File: src/design/pes_pkg.sv
// Shared types, constants and helpers for the particle Euler step pipeline.
package pes_pkg;

  localparam int DataW   = 32;
  localparam int TsW     = 17;
  localparam int DcW     = 17;
  localparam int GrW     = 24;
  localparam int CfgW    = 24;
  localparam int CfgIdxW = 2;
  localparam int GpW     = GrW + TsW;
  localparam int SqrtLat = 32;

  // Configuration register indexes.
  localparam logic [CfgIdxW-1:0] CfgTimeStep = 2'd0;
  localparam logic [CfgIdxW-1:0] CfgDragCoef = 2'd1;
  localparam logic [CfgIdxW-1:0] CfgGravity  = 2'd2;

  // Reset values of the configuration registers.
  localparam logic [TsW-1:0] TimeStepRst = 17'd6554;
  localparam logic [DcW-1:0] DragCoefRst = 17'd3277;
  localparam logic [GrW-1:0] GravityRst  = 24'd642253;

  // Word carried alongside the square-root pipeline.
  typedef struct packed {
    logic [2:0][DataW-1:0] npos;
    logic [2:0][DataW-1:0] vel;
    logic [GpW-1:0]        gp;
    logic                  frozen;
    logic                  expired;
    logic                  last;
  } pes_item_t;

  // Saturate a signed value to the signed 32-bit range.
  function automatic logic [DataW-1:0] sat32(input logic signed [63:0] x);
    logic [DataW-1:0] r;
    if (x > 64'sd2147483647) begin
      r = 32'h7FFF_FFFF;
    end else if (x < -64'sd2147483648) begin
      r = 32'h8000_0000;
    end else begin
      r = x[DataW-1:0];
    end
    return r;
  endfunction

endpackage

File: src/design/pes_isqrt.sv
// Fully pipelined integer square root, one result bit per stage.
module pes_isqrt (
  input  logic                     clk_i,
  input  logic                     rst_ni,
  input  logic                     valid_i,
  input  logic [63:0]              rad_i,
  output logic                     valid_o,
  output logic [pes_pkg::DataW-1:0] root_o
);
  import pes_pkg::*;

  logic        valid_q [SqrtLat];
  logic [63:0] rem_q   [SqrtLat];
  logic [63:0] root_q  [SqrtLat];

  for (genvar k = 0; k < SqrtLat; k++) begin : g_step
    logic [63:0] rem_in, root_in, bitc, trial;
    logic        vin;

    // Each stage tests one bit of the root against the running remainder.
    assign rem_in  = (k == 0) ? rad_i : rem_q[(k == 0) ? 0 : k-1];
    assign root_in = (k == 0) ? 64'd0 : root_q[(k == 0) ? 0 : k-1];
    assign vin     = (k == 0) ? valid_i : valid_q[(k == 0) ? 0 : k-1];
    assign bitc    = 64'd1 << (62 - 2*k);
    assign trial   = root_in + bitc;

    always_ff @(posedge clk_i or negedge rst_ni) begin
      if (!rst_ni) begin
        valid_q[k] <= 1'b0;
      end else begin
        valid_q[k] <= vin;
      end
    end

    always_ff @(posedge clk_i) begin
      if (rem_in >= trial) begin
        rem_q[k]  <= rem_in - trial;
        root_q[k] <= (root_in >> 1) + bitc;
      end else begin
        rem_q[k]  <= rem_in;
        root_q[k] <= root_in >> 1;
      end
    end
  end

  assign valid_o = valid_q[SqrtLat-1];
  assign root_o  = root_q[SqrtLat-1][DataW-1:0];

endmodule
File: config.mk
export PLATFORM = sky130hd
export DESIGN_NAME = pes_isqrt
export DESIGN_NICKNAME = d
export VERILOG_FILES = /design/src/design/pes_pkg.sv /design/src/design/pes_isqrt.sv
export SDC_FILE = /design/constraint.sdc
export NUM_CORES = 2
export LEC_CHECK = 0
export BUFFER_PORTS_ARGS = -buffer_cell sky130_fd_sc_hd__buf_2
export CAP_MARGIN = 40
export CORE_MARGIN = 8
export CORE_UTILIZATION = 56
export DETAILED_ROUTE_END_ITERATION = 8
export GPL_TIMING_DRIVEN = 0
export PLACE_DENSITY_LB_ADDON = 0.05
export SLEW_MARGIN = 20
export SYNTH_ARGS = -nofsm -noshare
export SYNTH_HDL_FRONTEND = slang
export SYNTH_SLANG_ARGS = --single-unit
File: constraint.sdc
create_clock -name clk_i -period 3.5 [get_ports clk_i]
set_input_delay 0.35 -clock clk_i [delete_from_list [all_inputs] [get_ports clk_i]]
set_output_delay 0.35 -clock clk_i [all_outputs]
set_load 0.1 [all_outputs]
==> flow_summary.html <==
<table>
<tr><th>Metric</th><th>Value</th></tr>
<tr><th colspan="2">Clocking</th></tr>
<tr><td>Total CTS buffers</td><td>240</td></tr>
<tr><td>Clock tree from TritonCTS</td><td>yes</td></tr>
<tr><td>H-Tree Level Count</td><td>4</td></tr>
<tr><td>Clock root buffer</td><td>sky130_fd_sc_hd__clkbuf_16</td></tr>
<tr><td># clock sinks</td><td>2544</td></tr>
<tr><td>Clock latency reported for the late side of the worst-skew pair</td><td>0.90 ns</td></tr>
<tr><td>Longest Clk Path Bufs</td><td>3</td></tr>
<tr><td>Clock transition at the registers of the reported paths</td><td>0.06 ns</td></tr>
<tr><th colspan="2">Yosys</th></tr>
<tr><td>Synthesis-stage register bit count</td><td>2544</td></tr>
<tr><td>Mean area per synthesized cell</td><td>9.99 sq um</td></tr>
<tr><td>Syn. warnings</td><td>0</td></tr>
<tr><td>Syn Std Cell Area</td><td>95100 sq um</td></tr>
<tr><td>Area share of the largest cell type after synthesis</td><td>52.9%</td></tr>
<tr><td>Most numerous cell in the Yosys netlist</td><td>sky130_fd_sc_hd__dfxtp_1</td></tr>
<tr><td>Synthesized instance count</td><td>9520</td></tr>
<tr><td>Share of the yosys chip area belonging to registers</td><td>53.7%</td></tr>
<tr><td>Syn_nets</td><td>10145</td></tr>
<tr><td>Fraction of registers with async set or reset after synthesis</td><td>1.26%</td></tr>
<tr><td>Number of flops mapped to enable cells by yosys</td><td>0</td></tr>
<tr><td>Yosys top cell by area</td><td>sky130_fd_sc_hd__dfxtp_1</td></tr>
<tr><td>Leading cell types by total area after synthesis</td><td>sky130_fd_sc_hd__dfxtp_1 53%, sky130_fd_sc_hd__ha_1 7.3%, sky130_fd_sc_hd__xnor2_1 4.3%</td></tr>
<tr><td>Synth cell count leaders</td><td>2512 x sky130_fd_sc_hd__dfxtp_1, 709 x sky130_fd_sc_hd__inv_1, 629 x sky130_fd_sc_hd__nand2_1, 625 x sky130_fd_sc_hd__nor2_1, 617 x sky130_fd_sc_hd__a21oi_1</td></tr>
<tr><td>Most used flip-flop cell after synthesis</td><td>sky130_fd_sc_hd__dfxtp_1</td></tr>
<tr><td>Distinct cells, synth</td><td>88</td></tr>
<tr><th colspan="2">Timing</th></tr>
<tr><td>Time the worst path needs with I/O delays and setup</td><td>3.67 ns</td></tr>
<tr><td>Final setup slack of the worst path</td><td>-0.171 ns</td></tr>
<tr><td>RSZ-0062 raised after global routing</td><td>true</td></tr>
<tr><td>Worst-Margin Slew</td><td>0.879 ns</td></tr>
<tr><td>Slew Limit Fails</td><td>0</td></tr>
<tr><td>Slew headroom</td><td>40.9%</td></tr>
<tr><td>Fraction of the cycle the final worst path needs</td><td>105%</td></tr>
<tr><td>Setup Skew</td><td>0.0952 ns</td></tr>
<tr><td>Final count of hold timing violations</td><td>0</td></tr>
<tr><td>Final sum of negative setup slack</td><td>-2.60 ns</td></tr>
<tr><td>Total setup violations reported at the end of the flow</td><td>28</td></tr>
<tr><td>Max Freq</td><td>0.272 GHz</td></tr>
<tr><td>Final hold slack</td><td>0.0901 ns</td></tr>
<tr><th colspan="2">Floorplanning</th></tr>
<tr><td>Die area</td><td>183000 sq um</td></tr>
<tr><td>Number of placement rows</td><td>151</td></tr>
<tr><td>Width of the chip</td><td>428 um</td></tr>
<tr><td>Initial standard-cell utilization of the core</td><td>56.3%</td></tr>
<tr><td>Chip Height</td><td>428 um</td></tr>
<tr><td>Total core area</td><td>169000 sq um</td></tr>
<tr><td>I/O pins</td><td>100</td></tr>
<tr><th colspan="2">Cells and area</th></tr>
<tr><td>Filler cells</td><td>13401</td></tr>
<tr><td>Final Non-Filler Cells</td><td>12452</td></tr>
<tr><td>Synth-to-layout area growth</td><td>17.2%</td></tr>
<tr><td>Core Util, Final</td><td>65.9%</td></tr>
<tr><td>Combined area of the multi-input logic cells</td><td>43200 sq um</td></tr>
<tr><td>Footprint of the flip-flops and latches</td><td>51100 sq um</td></tr>
<tr><td>Fraction of layout cells with a size suffix above 1</td><td>12.3%</td></tr>
<tr><td>Nets</td><td>10645</td></tr>
<tr><th colspan="2">Worst setup path</th></tr>
<tr><td>Endpoint arrival time on the critical path</td><td>4.41 ns</td></tr>
<tr><td>Nature of the critical path endpoint</td><td>flip-flop</td></tr>
<tr><td>Startpoint-to-endpoint class of the critical path</td><td>flip-flop to flip-flop</td></tr>
<tr><td>Critical Path Start Type</td><td>flip-flop</td></tr>
<tr><td>Critical path peak fanout</td><td>5</td></tr>
<tr><td>CP Data Required Time</td><td>4.24 ns</td></tr>
<tr><th colspan="2">Global route</th></tr>
<tr><td>Initial antenna violation count</td><td>13</td></tr>
<tr><td>Number of global-route vias before repair</td><td>68097</td></tr>
<tr><td>Aggregate global-route resource usage</td><td>25.5%</td></tr>
<tr><td>Residual overflow from global routing</td><td>0</td></tr>
<tr><td>Global-route wire length before repair</td><td>380000 um</td></tr>
<tr><td>Maximum number of pins on one net before global-route repair</td><td>33</td></tr>
<tr><th colspan="2">Pwr</th></tr>
<tr><td>Switching component of the power</td><td>29.9 mW</td></tr>
<tr><td>VDD IR-drop max</td><td>0.575 mV</td></tr>
<tr><td>Static power due to leakage</td><td>50.4 nW</td></tr>
<tr><td>Part of the power in combinational logic</td><td>24.6%</td></tr>
<tr><td>Clock share of power</td><td>30.3%</td></tr>
<tr><td>Fraction of power consumed by sequential logic</td><td>45.1%</td></tr>
<tr><td>Switching power as a share of total power</td><td>32.6%</td></tr>
<tr><td>Internal power contribution</td><td>62.0 mW</td></tr>
<tr><td>PD cells</td><td>825 nW/um^2</td></tr>
<tr><th colspan="2">Placement</th></tr>
<tr><td>Placed instance count</td><td>11860</td></tr>
<tr><td>Quantity of I/O buffers inserted on ports</td><td>99</td></tr>
<tr><td>Worst setup slack before clock tree synthesis</td><td>-1.37 ns</td></tr>
<tr><td>Post-DP HPWL</td><td>188000 um</td></tr>
<tr><td>Placer Congestion</td><td>0.937</td></tr>
<tr><th colspan="2">Detailed routing</th></tr>
<tr><td>Average detailed-routed wire length per instance</td><td>19.7 um</td></tr>
<tr><td>Vias/cell</td><td>5.57</td></tr>
<tr><td>DRC violation count after routing</td><td>0</td></tr>
<tr><td>Antenna Violating Nets Remaining</td><td>0</td></tr>
<tr><td>Vias post-DR</td><td>69316</td></tr>
<tr><td>Iteration-0 DRC Markers</td><td>4650</td></tr>
<tr><td>Number of optimization iterations in the first detailed-route pass</td><td>6</td></tr>
<tr><td>Final WL</td><td>245000 um</td></tr>
<tr><th colspan="2">Status</th></tr>
<tr><td>Violated checks</td><td>negative setup slack</td></tr>
<tr><td>Result of the run</td><td>finished, violations left</td></tr>
<tr><th colspan="2">Job</th></tr>
<tr><td>Number of violations of the max-capacitance limit</td><td>0</td></tr>
<tr><th colspan="2">Hold path</th></tr>
<tr><td>Hold crit path type</td><td>primary input to flip-flop</td></tr>
</table>
==> final cells by class <==
cell class,count,share of cell area [%]
flip-flops and latches,2544,45.9
multi-input cells,6092,38.7
clock buffers,313,6.04
well taps,2218,2.49
inverters,711,2.41
repair buffers,306,2.02
clock inverters,139,1.83
plain buffers,125,0.594
diodes,4,0.00898
==> registers in the layout (all words and copies together) (netlist names) <==
register / cells
root_q: 528
rem_q: 1984
valid_o: 1
g_step.vin: 31
==> layout by cell type, fill, tap and decap left out, drive strengths merged, types with 263 or more instances in the layout <==
cell and instances:
dfxtp 2512, inv 717, nand2 629, nor2 625
a21oi 617, ha 558, xnor2 462, o21ai 454
xor2 416, clkbuf 411, nor4 347, nor3 268
buf 263
==> path summary, 6_finish.rpt <==
check	from	endpoint	slack [ns]	cells after the start
max in group asynchronous	rst_ni	g_step[18].vin	2.88	4
setup / recovery	rem_q[0][1010]	rem_q[1][34]	-0.17	9
min in group asynchronous	rst_ni	g_step[29].vin	0.45	4
hold reg to reg	root_q[1][411]	root_q[1][474]	0.30	0
setup reg to reg	rem_q[0][1010]	rem_q[1][34]	-0.17	9
hold / removal	valid_i	g_step[1].vin	0.09	2
==> per-stage QoR <==
stage | power (mW) | instance area, sq um
global route | 96.9 | 111000
detailed placement | 62.6 | 98600
global placement | 62.3 | 98400
CTS | 91.4 | 110000
finish | 92.0 | 111000
floorplan | 55.7 | 95200
==> worst max-delay path, stage by stage, from the launching register on <==
cell	delay (ns)
sky130_fd_sc_hd__dfxtp_2	0.32
sky130_fd_sc_hd__or3_4	0.39
sky130_fd_sc_hd__or4_4	0.44
sky130_fd_sc_hd__or4_4	0.44
sky130_fd_sc_hd__or3_4	0.35
sky130_fd_sc_hd__or2_4	0.26
sky130_fd_sc_hd__or3_4	0.37
sky130_fd_sc_hd__or3b_4	0.49
sky130_fd_sc_hd__buf_12	0.18
sky130_fd_sc_hd__mux2_4	0.29
==> cells by family (layout without fill, tap and decap cells) <==
kind of cell	Yosys count	count (layout)	synth area share (%)
DFF	2544	2544	53.7
xor gates and xnor gates	878	878	8.08
and+or+nand+nor	2776	2777	14.8
other	0	4	0
muxes	77	77	0.928
buffers and inverters	885	1594	3.51
AOI/OAI and AO/OA	1802	1802	11.6
adders and majority gates	558	558	7.34
==> power groups by stage <==
stage	clock [mW]	combinational (mW)	sequential [mW]
floorplan	0	16.2	39.5
global placement	0	20.6	41.7
detailed placement	0	20.9	41.7
CTS	28.4	21.7	41.3
global route	29.7	25.0	42.2
finish	27.9	22.6	41.5
==> layer usage <==
metal,vias to the layer above,global-route usage [%],routed length (um)
met1,33160,35.2,114000
met2,1641,42.0,114000
met3,392,4.01,12700
met5,-,0,0
li1,34123,-,-
met4,0,6.36,5610
==> repair_timing <==
item                                   CTS  global route
setup endpoints to repair              754           617
endpoints found under the hold margin   98             0
gates resized for setup                319           329
cloned                                   1             2
pin swaps                               51            95
buffers inserted                        47            63
hold buffers                            69             0
Note: power is estimated with default switching activity, not from simulation.
